[src/hw/rtl/smec_pkg.sv]
`timescale 1ns / 1ps
// ----------------------------------------------------------------------------
// smec_pkg: shared definitions for the stack machine execute core
// Sizes, opcodes, error codes and the controller/datapath command and status.
// ----------------------------------------------------------------------------
package smec_pkg;

    localparam int STACK_DEPTH = 256;
    localparam int HEAP_DEPTH  = 1024;
    localparam int CALL_DEPTH  = 64;
    localparam int LABEL_COUNT = 64;
    localparam int PC_WIDTH    = 16;

    localparam int DATA_W = 32;
    localparam int CMD_W  = 5;
    localparam int ERR_W  = 4;

    localparam int SAW = $clog2(STACK_DEPTH);
    localparam int SCW = $clog2(STACK_DEPTH + 1);
    localparam int HAW = $clog2(HEAP_DEPTH);
    localparam int RAW = $clog2(CALL_DEPTH);
    localparam int RCW = $clog2(CALL_DEPTH + 1);
    localparam int LAW = $clog2(LABEL_COUNT);
    localparam int LCW = $clog2(LABEL_COUNT + 1);

    typedef enum logic [CMD_W-1:0] {
        OP_PUSH     = 5'd0,
        OP_DUP      = 5'd1,
        OP_COPY     = 5'd2,
        OP_SWAP     = 5'd3,
        OP_DISCARD  = 5'd4,
        OP_SLIDE    = 5'd5,
        OP_ADD      = 5'd6,
        OP_SUB      = 5'd7,
        OP_MUL      = 5'd8,
        OP_DIV      = 5'd9,
        OP_MOD      = 5'd10,
        OP_STORE    = 5'd11,
        OP_RETRIEVE = 5'd12,
        OP_MARK     = 5'd13,
        OP_CALL     = 5'd14,
        OP_JUMP     = 5'd15,
        OP_JZ       = 5'd16,
        OP_JNEG     = 5'd17,
        OP_RET      = 5'd18,
        OP_END      = 5'd19,
        OP_WRITEC   = 5'd20,
        OP_WRITEN   = 5'd21,
        OP_READC    = 5'd22,
        OP_READN    = 5'd23
    } opcode_t;

    typedef enum logic [ERR_W-1:0] {
        ERR_NONE        = 4'd0,
        ERR_STACK_EMPTY = 4'd1,
        ERR_STACK_FULL  = 4'd2,
        ERR_HEAP_ADDR   = 4'd3,
        ERR_NO_LABEL    = 4'd4,
        ERR_RET_EMPTY   = 4'd5,
        ERR_RET_FULL    = 4'd6,
        ERR_LABEL_FULL  = 4'd7,
        ERR_DIV_ZERO    = 4'd8,
        ERR_BAD_OP      = 4'd9,
        ERR_RANGE       = 4'd10
    } err_t;

    typedef enum logic [1:0] {DS_R_TOP, DS_R_SECOND, DS_R_COPY} ds_rsel_t;
    typedef enum logic [1:0] {DS_W_PUSH, DS_W_TOP, DS_W_SECOND, DS_W_SLIDE} ds_wsel_t;
    typedef enum logic [2:0] {WD_ARG, WD_A, WD_B, WD_R, WD_HEAP} ds_wdsel_t;
    typedef enum logic [1:0] {HW_STORE, HW_READ, HW_CLEAR} heap_wsel_t;
    typedef enum logic [2:0] {CNT_HOLD, CNT_INC, CNT_DEC, CNT_DEC2, CNT_SLIDE} cnt_op_t;
    typedef enum logic [1:0] {RC_HOLD, RC_INC, RC_DEC} rc_op_t;
    typedef enum logic [1:0] {NPC_PC, NPC_LABEL, NPC_RET} npc_sel_t;
    typedef enum logic [2:0] {ALU_ADD, ALU_SUB, ALU_MUL, ALU_DIV, ALU_MOD} alu_op_t;

    typedef struct packed {
        logic       latch;
        logic       ds_re;
        ds_rsel_t   ds_rsel;
        logic       ds_we;
        ds_wsel_t   ds_wsel;
        ds_wdsel_t  ds_wdsel;
        logic       cap_a;
        logic       cap_b;
        logic       cap_r;
        alu_op_t    alu_op;
        logic       div_start;
        logic       heap_re;
        logic       heap_we;
        heap_wsel_t heap_wsel;
        logic       heap_char;
        logic       clr_step;
        logic       rs_re;
        logic       rs_we;
        logic       lbl_start;
        logic       lbl_run;
        logic       lbl_we;
        cnt_op_t    cnt_op;
        rc_op_t     rc_op;
        logic       halt_set;
        logic       res_load;
        npc_sel_t   res_npc;
        logic       res_ov;
        logic       res_onum;
        err_t       res_err;
    } dp_cmd_t;

    typedef struct packed {
        logic n_zero;
        logic n_lt2;
        logic n_full;
        logic arg_bad;
        logic rc_zero;
        logic rc_full;
        logic lbl_full;
        logic lbl_hit;
        logic lbl_miss;
        logic a_zero;
        logic a_neg;
        logic a_heap_ok;
        logic b_heap_ok;
        logic div_done;
        logic clr_last;
        logic halt;
    } dp_stat_t;

    function automatic logic [DATA_W-1:0] mag32(input logic [DATA_W-1:0] v);
        return v[DATA_W-1] ? (DATA_W'(0) - v) : v;
    endfunction

endpackage

[src/hw/rtl/smec_ctrl.sv]
`timescale 1ns / 1ps
// ----------------------------------------------------------------------------
// smec_ctrl: instruction sequencer
// Walks each instruction through reads, checks, execute and result hand-off.
// ----------------------------------------------------------------------------
module smec_ctrl (
    input  logic                      aclk,
    input  logic                      aresetn,
    input  logic                      s_valid,
    output logic                      s_ready,
    input  logic [smec_pkg::CMD_W-1:0] s_cmd,
    input  logic                      s_scan_only,
    output logic                      m_valid,
    input  logic                      m_ready,
    input  smec_pkg::dp_stat_t        stat,
    output smec_pkg::dp_cmd_t         cmd
);

    typedef enum logic [12:0] {
        S_CLEAR = 13'b0000000000001,
        S_IDLE  = 13'b0000000000010,
        S_DEC   = 13'b0000000000100,
        S_RDA   = 13'b0000000001000,
        S_RDB   = 13'b0000000010000,
        S_EXA   = 13'b0000000100000,
        S_EXB   = 13'b0000001000000,
        S_DIV   = 13'b0000010000000,
        S_WRR   = 13'b0000100000000,
        S_SWAP2 = 13'b0001000000000,
        S_HEAP  = 13'b0010000000000,
        S_LSRCH = 13'b0100000000000,
        S_DONE  = 13'b1000000000000
    } state_t;

    state_t                    state_reg, state_next;
    logic [smec_pkg::CMD_W-1:0] cmd_reg, cmd_next;
    logic                      scan_reg, scan_next;
    smec_pkg::err_t            err_reg, err_next;
    logic                      ov_reg, ov_next;
    logic                      onum_reg, onum_next;
    smec_pkg::npc_sel_t        npc_reg, npc_next;
    logic                      m_valid_reg, m_valid_next;
    smec_pkg::opcode_t         op;
    logic                      is_arith;
    logic                      is_divmod;

    assign op        = smec_pkg::opcode_t'(cmd_reg);
    assign is_divmod = (op == smec_pkg::OP_DIV) || (op == smec_pkg::OP_MOD);
    assign is_arith  = (op == smec_pkg::OP_ADD) || (op == smec_pkg::OP_SUB) ||
                       (op == smec_pkg::OP_MUL) || is_divmod;

    always_comb begin
        state_next   = state_reg;
        cmd_next     = cmd_reg;
        scan_next    = scan_reg;
        err_next     = err_reg;
        ov_next      = ov_reg;
        onum_next    = onum_reg;
        npc_next     = npc_reg;
        m_valid_next = m_valid_reg;
        cmd          = '0;
        s_ready      = 1'b0;

        if (m_valid_reg && m_ready) begin
            m_valid_next = 1'b0;
        end

        unique case (op)
            smec_pkg::OP_SUB: cmd.alu_op = smec_pkg::ALU_SUB;
            smec_pkg::OP_MUL: cmd.alu_op = smec_pkg::ALU_MUL;
            smec_pkg::OP_DIV: cmd.alu_op = smec_pkg::ALU_DIV;
            smec_pkg::OP_MOD: cmd.alu_op = smec_pkg::ALU_MOD;
            default:          cmd.alu_op = smec_pkg::ALU_ADD;
        endcase
        cmd.heap_char = (op == smec_pkg::OP_READC);

        unique case (state_reg)
            S_CLEAR: begin
                cmd.clr_step   = 1'b1;
                cmd.heap_we    = 1'b1;
                cmd.heap_wsel  = smec_pkg::HW_CLEAR;
                if (stat.clr_last) begin
                    state_next = S_IDLE;
                end
            end
            S_IDLE: begin
                s_ready = 1'b1;
                if (s_valid) begin
                    cmd.latch  = 1'b1;
                    cmd_next   = s_cmd;
                    scan_next  = s_scan_only;
                    err_next   = smec_pkg::ERR_NONE;
                    ov_next    = 1'b0;
                    onum_next  = 1'b0;
                    npc_next   = smec_pkg::NPC_PC;
                    state_next = S_DEC;
                end
            end
            S_DEC: begin
                state_next = S_DONE;
                if (stat.halt) begin
                    state_next = S_DONE;
                end else if (scan_reg) begin
                    if (op == smec_pkg::OP_MARK) begin
                        cmd.lbl_start = 1'b1;
                        state_next    = S_LSRCH;
                    end
                end else begin
                    cmd.ds_rsel = smec_pkg::DS_R_TOP;
                    unique case (op)
                        smec_pkg::OP_PUSH: begin
                            if (stat.n_full) begin
                                err_next = smec_pkg::ERR_STACK_FULL;
                            end else begin
                                cmd.ds_we    = 1'b1;
                                cmd.ds_wsel  = smec_pkg::DS_W_PUSH;
                                cmd.ds_wdsel = smec_pkg::WD_ARG;
                                cmd.cnt_op   = smec_pkg::CNT_INC;
                            end
                        end
                        smec_pkg::OP_DUP: begin
                            if (stat.n_zero) begin
                                err_next = smec_pkg::ERR_STACK_EMPTY;
                            end else if (stat.n_full) begin
                                err_next = smec_pkg::ERR_STACK_FULL;
                            end else begin
                                cmd.ds_re  = 1'b1;
                                state_next = S_RDA;
                            end
                        end
                        smec_pkg::OP_COPY: begin
                            if (stat.arg_bad) begin
                                err_next = smec_pkg::ERR_RANGE;
                            end else if (stat.n_full) begin
                                err_next = smec_pkg::ERR_STACK_FULL;
                            end else begin
                                cmd.ds_re   = 1'b1;
                                cmd.ds_rsel = smec_pkg::DS_R_COPY;
                                state_next  = S_RDA;
                            end
                        end
                        smec_pkg::OP_SWAP, smec_pkg::OP_ADD, smec_pkg::OP_SUB,
                        smec_pkg::OP_MUL, smec_pkg::OP_DIV, smec_pkg::OP_MOD,
                        smec_pkg::OP_STORE: begin
                            if (stat.n_lt2) begin
                                err_next = smec_pkg::ERR_STACK_EMPTY;
                            end else begin
                                cmd.ds_re  = 1'b1;
                                state_next = S_RDA;
                            end
                        end
                        smec_pkg::OP_SLIDE: begin
                            if (stat.n_zero) begin
                                err_next = smec_pkg::ERR_STACK_EMPTY;
                            end else if (stat.arg_bad) begin
                                err_next = smec_pkg::ERR_RANGE;
                            end else begin
                                cmd.ds_re  = 1'b1;
                                state_next = S_RDA;
                            end
                        end
                        smec_pkg::OP_DISCARD, smec_pkg::OP_WRITEC, smec_pkg::OP_WRITEN,
                        smec_pkg::OP_RETRIEVE, smec_pkg::OP_JZ, smec_pkg::OP_JNEG,
                        smec_pkg::OP_READC, smec_pkg::OP_READN: begin
                            if (stat.n_zero) begin
                                err_next = smec_pkg::ERR_STACK_EMPTY;
                            end else begin
                                cmd.ds_re  = 1'b1;
                                state_next = S_RDA;
                            end
                        end
                        smec_pkg::OP_MARK: begin
                            state_next = S_DONE;
                        end
                        smec_pkg::OP_CALL, smec_pkg::OP_JUMP: begin
                            cmd.lbl_start = 1'b1;
                            state_next    = S_LSRCH;
                        end
                        smec_pkg::OP_RET: begin
                            if (stat.rc_zero) begin
                                err_next = smec_pkg::ERR_RET_EMPTY;
                            end else begin
                                cmd.rs_re  = 1'b1;
                                cmd.rc_op  = smec_pkg::RC_DEC;
                                npc_next   = smec_pkg::NPC_RET;
                            end
                        end
                        smec_pkg::OP_END: begin
                            cmd.halt_set = 1'b1;
                        end
                        default: begin
                            err_next = smec_pkg::ERR_BAD_OP;
                        end
                    endcase
                end
            end
            S_RDA: begin
                cmd.cap_a = 1'b1;
                if (is_arith || op == smec_pkg::OP_SWAP || op == smec_pkg::OP_STORE) begin
                    cmd.ds_re   = 1'b1;
                    cmd.ds_rsel = smec_pkg::DS_R_SECOND;
                    state_next  = S_RDB;
                end else begin
                    state_next = S_EXA;
                end
            end
            S_RDB: begin
                cmd.cap_b  = 1'b1;
                state_next = S_EXB;
            end
            S_EXA: begin
                state_next = S_DONE;
                unique case (op)
                    smec_pkg::OP_DUP, smec_pkg::OP_COPY: begin
                        cmd.ds_we    = 1'b1;
                        cmd.ds_wsel  = smec_pkg::DS_W_PUSH;
                        cmd.ds_wdsel = smec_pkg::WD_A;
                        cmd.cnt_op   = smec_pkg::CNT_INC;
                    end
                    smec_pkg::OP_WRITEC, smec_pkg::OP_WRITEN: begin
                        cmd.cnt_op = smec_pkg::CNT_DEC;
                        ov_next    = 1'b1;
                        onum_next  = (op == smec_pkg::OP_WRITEN);
                    end
                    smec_pkg::OP_SLIDE: begin
                        cmd.ds_we    = 1'b1;
                        cmd.ds_wsel  = smec_pkg::DS_W_SLIDE;
                        cmd.ds_wdsel = smec_pkg::WD_A;
                        cmd.cnt_op   = smec_pkg::CNT_SLIDE;
                    end
                    smec_pkg::OP_RETRIEVE: begin
                        if (!stat.a_heap_ok) begin
                            err_next = smec_pkg::ERR_HEAP_ADDR;
                        end else begin
                            cmd.heap_re = 1'b1;
                            state_next  = S_HEAP;
                        end
                    end
                    smec_pkg::OP_JZ, smec_pkg::OP_JNEG: begin
                        if ((op == smec_pkg::OP_JZ) ? stat.a_zero : stat.a_neg) begin
                            cmd.lbl_start = 1'b1;
                            state_next    = S_LSRCH;
                        end else begin
                            cmd.cnt_op = smec_pkg::CNT_DEC;
                        end
                    end
                    smec_pkg::OP_READC, smec_pkg::OP_READN: begin
                        if (!stat.a_heap_ok) begin
                            err_next = smec_pkg::ERR_HEAP_ADDR;
                        end else begin
                            cmd.heap_we   = 1'b1;
                            cmd.heap_wsel = smec_pkg::HW_READ;
                            cmd.cnt_op    = smec_pkg::CNT_DEC;
                        end
                    end
                    default: begin
                        // discard
                        cmd.cnt_op = smec_pkg::CNT_DEC;
                    end
                endcase
            end
            S_EXB: begin
                state_next = S_DONE;
                if (op == smec_pkg::OP_SWAP) begin
                    cmd.ds_we    = 1'b1;
                    cmd.ds_wsel  = smec_pkg::DS_W_TOP;
                    cmd.ds_wdsel = smec_pkg::WD_B;
                    state_next   = S_SWAP2;
                end else if (op == smec_pkg::OP_STORE) begin
                    if (!stat.b_heap_ok) begin
                        err_next = smec_pkg::ERR_HEAP_ADDR;
                    end else begin
                        cmd.heap_we   = 1'b1;
                        cmd.heap_wsel = smec_pkg::HW_STORE;
                        cmd.cnt_op    = smec_pkg::CNT_DEC2;
                    end
                end else if (is_divmod) begin
                    if (stat.a_zero) begin
                        err_next = smec_pkg::ERR_DIV_ZERO;
                    end else begin
                        cmd.div_start = 1'b1;
                        state_next    = S_DIV;
                    end
                end else begin
                    cmd.cap_r  = 1'b1;
                    state_next = S_WRR;
                end
            end
            S_DIV: begin
                if (stat.div_done) begin
                    cmd.cap_r  = 1'b1;
                    state_next = S_WRR;
                end
            end
            S_WRR: begin
                cmd.ds_we    = 1'b1;
                cmd.ds_wsel  = smec_pkg::DS_W_SECOND;
                cmd.ds_wdsel = smec_pkg::WD_R;
                cmd.cnt_op   = smec_pkg::CNT_DEC;
                state_next   = S_DONE;
            end
            S_SWAP2: begin
                cmd.ds_we    = 1'b1;
                cmd.ds_wsel  = smec_pkg::DS_W_SECOND;
                cmd.ds_wdsel = smec_pkg::WD_A;
                state_next   = S_DONE;
            end
            S_HEAP: begin
                cmd.ds_we    = 1'b1;
                cmd.ds_wsel  = smec_pkg::DS_W_TOP;
                cmd.ds_wdsel = smec_pkg::WD_HEAP;
                state_next   = S_DONE;
            end
            S_LSRCH: begin
                cmd.lbl_run = 1'b1;
                if (stat.lbl_hit) begin
                    state_next = S_DONE;
                    if (!scan_reg) begin
                        if (op == smec_pkg::OP_CALL && stat.rc_full) begin
                            err_next = smec_pkg::ERR_RET_FULL;
                        end else begin
                            npc_next = smec_pkg::NPC_LABEL;
                            if (op == smec_pkg::OP_CALL) begin
                                cmd.rs_we = 1'b1;
                                cmd.rc_op = smec_pkg::RC_INC;
                            end
                            if (op == smec_pkg::OP_JZ || op == smec_pkg::OP_JNEG) begin
                                cmd.cnt_op = smec_pkg::CNT_DEC;
                            end
                        end
                    end
                end else if (stat.lbl_miss) begin
                    state_next = S_DONE;
                    if (scan_reg) begin
                        if (stat.lbl_full) begin
                            err_next = smec_pkg::ERR_LABEL_FULL;
                        end else begin
                            cmd.lbl_we = 1'b1;
                        end
                    end else begin
                        err_next = smec_pkg::ERR_NO_LABEL;
                    end
                end
            end
            S_DONE: begin
                cmd.res_npc  = npc_reg;
                cmd.res_ov   = ov_reg;
                cmd.res_onum = onum_reg;
                cmd.res_err  = err_reg;
                if (!m_valid_reg || m_ready) begin
                    cmd.res_load = 1'b1;
                    m_valid_next = 1'b1;
                    state_next   = S_IDLE;
                end
            end
            default: begin
                state_next = S_IDLE;
            end
        endcase
    end

    always_ff @(posedge aclk) begin
        if (!aresetn) begin
            state_reg   <= S_CLEAR;
            m_valid_reg <= 1'b0;
            err_reg     <= smec_pkg::ERR_NONE;
            ov_reg      <= 1'b0;
            onum_reg    <= 1'b0;
            npc_reg     <= smec_pkg::NPC_PC;
        end else begin
            state_reg   <= state_next;
            m_valid_reg <= m_valid_next;
            err_reg     <= err_next;
            ov_reg      <= ov_next;
            onum_reg    <= onum_next;
            npc_reg     <= npc_next;
        end
        cmd_reg  <= cmd_next;
        scan_reg <= scan_next;
    end

    assign m_valid = m_valid_reg;

endmodule

[config.mk]
export PLATFORM = sky130hd
export DESIGN_NAME = smec_ctrl
export DESIGN_NICKNAME = d
export VERILOG_FILES = /design/src/hw/rtl/smec_pkg.sv /design/src/hw/rtl/smec_ctrl.sv
export SDC_FILE = /design/constraint.sdc
export NUM_CORES = 1
export LEC_CHECK = 0
export BUFFER_PORTS_ARGS = -buffer_cell sky130_fd_sc_hd__buf_2
export CORE_MARGIN = 3
export CORE_UTILIZATION = 54
export DETAILED_ROUTE_END_ITERATION = 10
export HOLD_SLACK_MARGIN = 0.12
export PLACE_DENSITY = 0.81
export SLEW_MARGIN = 20
export SYNTH_ARGS = -nofsm -noshare
export SYNTH_HDL_FRONTEND = slang
export SYNTH_SLANG_ARGS = --single-unit
[constraint.sdc]
create_clock -name aclk -period 3.22 [get_ports aclk]
set_input_delay 0.644 -clock aclk [delete_from_list [all_inputs] [get_ports aclk]]
set_output_delay 0.644 -clock aclk [all_outputs]
set_load 0.01 [all_outputs]
Word-level counts from Yosys, hierarchy flattened. Cells that the tools add are included.

Register bits: 28. Bits of input ports: 26. Word-level logic and storage cells: 261.

Eq/ne operators: 63. Mux-type cells: 160. Reduce and logical (&&, ||, !) cells: 30.

Operators by type and width (number): 13-bit 2-to-1 mux (22); 13-bit case mux with 11 select lines (1); 4-bit 2-to-1 mux (26); 13-bit case mux with 6 select lines (1); 1-bit 2-to-1 mux (57); 5-bit by 4-bit equality test with 1-bit output, second input constant (8); 5-bit equality test, second input constant (8); 2-bit 2-to-1 mux (18); 6-bit case mux with 6 select lines (1); 4-bit case mux with 8 select lines (1); 3-bit != test, second input constant (10); 3-bit case mux with 5 select lines (2); 2-bit != test, second input constant (14); 9-bit 2-to-1 mux (3); 13-bit case mux with 2 select lines (1); 3-bit 2-to-1 mux (8); 6-bit 2-to-1 mux (4); 5-bit by 3-bit equality test with 1-bit output, second input constant (4); 4-bit case mux with 5 select lines (1); 19-bit AND reduction (1); 5-bit 2-to-1 mux (3); 13-bit by 1-bit equality test with 1-bit output, second input constant (1); 13-bit by 10-bit equality test with 1-bit output, second input constant (1); 13-bit by 11-bit equality test with 1-bit output, second input constant (1); 38 further kinds (56).

Longest topological paths before layout.
Depth after elaboration: 8. Mapped depth: 8. Depth with buffers taken out: 6.

Worst setup path after synthesis. OpenSTA, ideal clock, no wires.

Kind: reg-to-output. Start: reg state_reg[2]. End: out cmd[13] (netlist name). Arrival time: 2.088 ns. Data required time: 2.576 ns. Setup slack: 0.488 ns. Cell stages (with the launch flop): 9. Path through: dfxtp_1 buf_2 nor4_1 and4_1 clkbuf_1 nand2_1 nor3_1 nor2_1 nand3_1.

RTL lines: start: declaration (RTL line smec_ctrl.sv:35) `state_t state_reg, state_next;`; start signal: assignment (RTL line smec_ctrl.sv:371) `state_reg <= state_next;`; end: declaration (RTL line smec_ctrl.sv:16) `output smec_pkg::dp_cmd_t cmd`.

==> results.toml <==
[run_status]
status = "complete, no violations"

[clocking]
h-tree-depth = 1
cts.sinks = 28
cts_tree = "built"
numCtsBuffers = 3
cts_buffer_depth = 2
cts_hold_buf = 0
cts_root_buf = "clkbuf_8"
path_clk_slew_ns = 0.11
clk-insertion-delay-late_ns = 0.28

[die]
std_cell_rows = 25
fp.dieH_um = 76.8
die-area_mm2 = 0.00590
die_w_um = 76.8
pin_count = 71
core_mm2 = 0.00479
start_util = 0.566

[sta]
fmaxAchievable_mhz = 318
maxSlewHeadroom = 0.482
period_needed_ns = 3.14
tightest_slew_ns = 0.776
fin_setup_tns_ns = 0
drv_slew = 0
rsz0062_at_grt = "false"
finalHoldViolCount = 0
fin_crit_sh = 0.976
finClkSkew_ns = 0.00631
setup_viol = 0

[placed_design]
dp.cells = 498
place_hpwl_mm = 7.43
gp_congestion = 1.03
io_buffers = 70

[critical_path]
cp.arrival_ns = 2.50
criticalPathCategory = "flip-flop to output port"
worstReg2RegStart = "cmd_reg[1]"
setup.worst_path.start_class = "flip-flop"
critPathCaptureType = "output port"
cp.required_ns = 2.58
critPathLaunch = "cmd_reg[0]"
cp_max_fo = 14

[flow_run]
maxCapViolations = 0

[synth]
synth_flop_cell = "dfxtp_1"
synth_edf_count = 6
seq_area_frac_synth = 0.229
ys_top_cells_by_area = "dfxtp_1, edfxtp_1, nor2_1"
netlist_area_mm2 = 0.00271
ys_warn_count = 0
synth_top_area_cell = "dfxtp_1"
synthCells = 372
synth_top_area_share = 0.163
synth.distinct_cells = 63
yosys_register_bits = 28
syn_avg_cell_area_um2 = 7.28
syn_nets = 398
synthArstFlopShare = 0

[route]
route.detailed.drc = 0
drtIter0Drc = 297
num_vias = 3308
detail_route.wl_per_cell_um = 19.1
ant_nets = 0
via_per_inst = 6.52
wl_mm = 9.70
drt_pass1_iterations = 5

[layout]
finalNetCount = 467
fin_cells = 507
diodes = 0
drive_above_1_share = 0.273
largest_reg_flops = 13
syn_to_final_growth_pct = 20.0
n_fill_cell = 431

[global_route]
grt_util_met3 = 0.0469
met2_usage = 0.544
grt_pass1_wl_mm = 15.5
overflow = 0
grt_max_degree = 27
busiest_layer = "met2"
grtUsageMet1 = 0.414
grt_pass1_vias = 3033
grt_use_total = 0.324
antenna_found_initial = 0

[power_and_ir_drop]
power_density_mw_per_mm2 = 254
leakage_uw = 0.00145
vdd_drop_max_v = 0.000206

[hold_path]
hp-class = "flip-flop to flip-flop"
holdCritStartpoint = "npc_reg[0]"
## what timing repair did
action,4_1_cts,5_1_grt
resized for setup,0,0
setup endpoints to repair,0,2
buffers inserted,0,5
## through the flow
step	hold WS, ns	area (µm²)	power [µW]	util	setup slack [ns]
finish	0.484	3250	826	0.679	0.0767
floorplan	0.445	2710	493	-	0.488
global placement	0.464	3150	563	0.657	0.545
CTS	0.486	3210	820	0.671	0.158
global route	0.511	3250	859	0.679	0.00320
detailed placement	0.470	3150	564	0.657	0.499
## cell type report
class,count,area (µm²),area share
Inverter,11,41.3,0.0127
Tap cell,67,83.8,0.0258
Multi-Input combinational cell,302,1900,0.585
Timing Repair Buffer,95,538,0.166
Sequential cell,28,621,0.191
Clock buffer,4,66.3,0.0204
## path summary, 6_finish.rpt
check | end | slack [ns] | cells after the start
worst max register to register | err_reg[3] | 0.42 | 6
worst min-delay path | npc_reg[0] | 0.48 | 2
worst min register to register | npc_reg[0] | 0.48 | 2
worst max-delay path | cmd[38] | 0.08 | 5
## synth_stat cells (3+ instances only)
cell      instances
or4_1             3
nor4b_1          10
dfxtp_1          22
nor4_1            8
o31ai_1           4
a211oi_2          4
o211ai_1          4
a21oi_1          16
and3_1           11
xor2_1            5
buf_2             6
nand2b_1          8
o21ai_0          15
a31oi_1          11
inv_1            11
nor2_1           41
a32o_1            3
buf_6             3
nor3_1           20
and4_1            6
nand3b_1          7
buf_1             4
o21a_1            3
or3_1             8
or2_2             5
nand4_1           6
nor2b_1          11
nand2_1          25
o22ai_1           4
clkbuf_1         18
nand3_1           9
and2_1           14
nor3b_1           4
edfxtp_1          6
## cells by family (layout without fill, tap and decap cells)
logic type                after synthesis  after routing  share of synthesized area
xor gates and xnor gates                7              7                     0.0226
AOI/OAI and AO/OA                      84             84                      0.215
and+or+nand+nor                       209            209                      0.456
buffers and inverters                  42            110                     0.0693
DFF                                    28             28                      0.229
muxes                                   2              2                    0.00739
## worst max-delay path: stages (launching register included)
cell and delay, ns:
edfxtp_1 0.59, or3_1 0.51, nor4_1 0.57, a31oi_1 0.25
nand3b_1 0.16, buf_2 0.14
## placed cells by master (no fill, tap or decap), types with 6 or more instances in the layout
cell       n
nand3b_1   7
nor4_1     8
a31oi_1   11
nand2b_1   8
or3_1      8
nor3_1    20
edfxtp_1   6
dfxtp_1   22
buf_4     25
buf_2     70
nor4b_1   10
nor2_1    41
inv_1     11
and2_1    14
nand3_1    9
and4_1     6
and3_1    11
nand2_1   25
a21oi_1   16
o21ai_0   15
nor2b_1   11
nand4_1    6
## power by group
group | internal [µW] | leakage, µW | switching, µW
combinational | 73.8 | 0.00118 | 106
clock | 136 | 0.0000339 | 124
sequential | 369 | 0.000233 | 16.9
## layer usage
layer  vias to the layer above  part of all wire
met1                      1510              0.40
met2                       224              0.46
met3                        47              0.10
met4                         0             0.044
li1                       1527                 -
met5                         -                 0
Power figures use the tool's default switching activity.
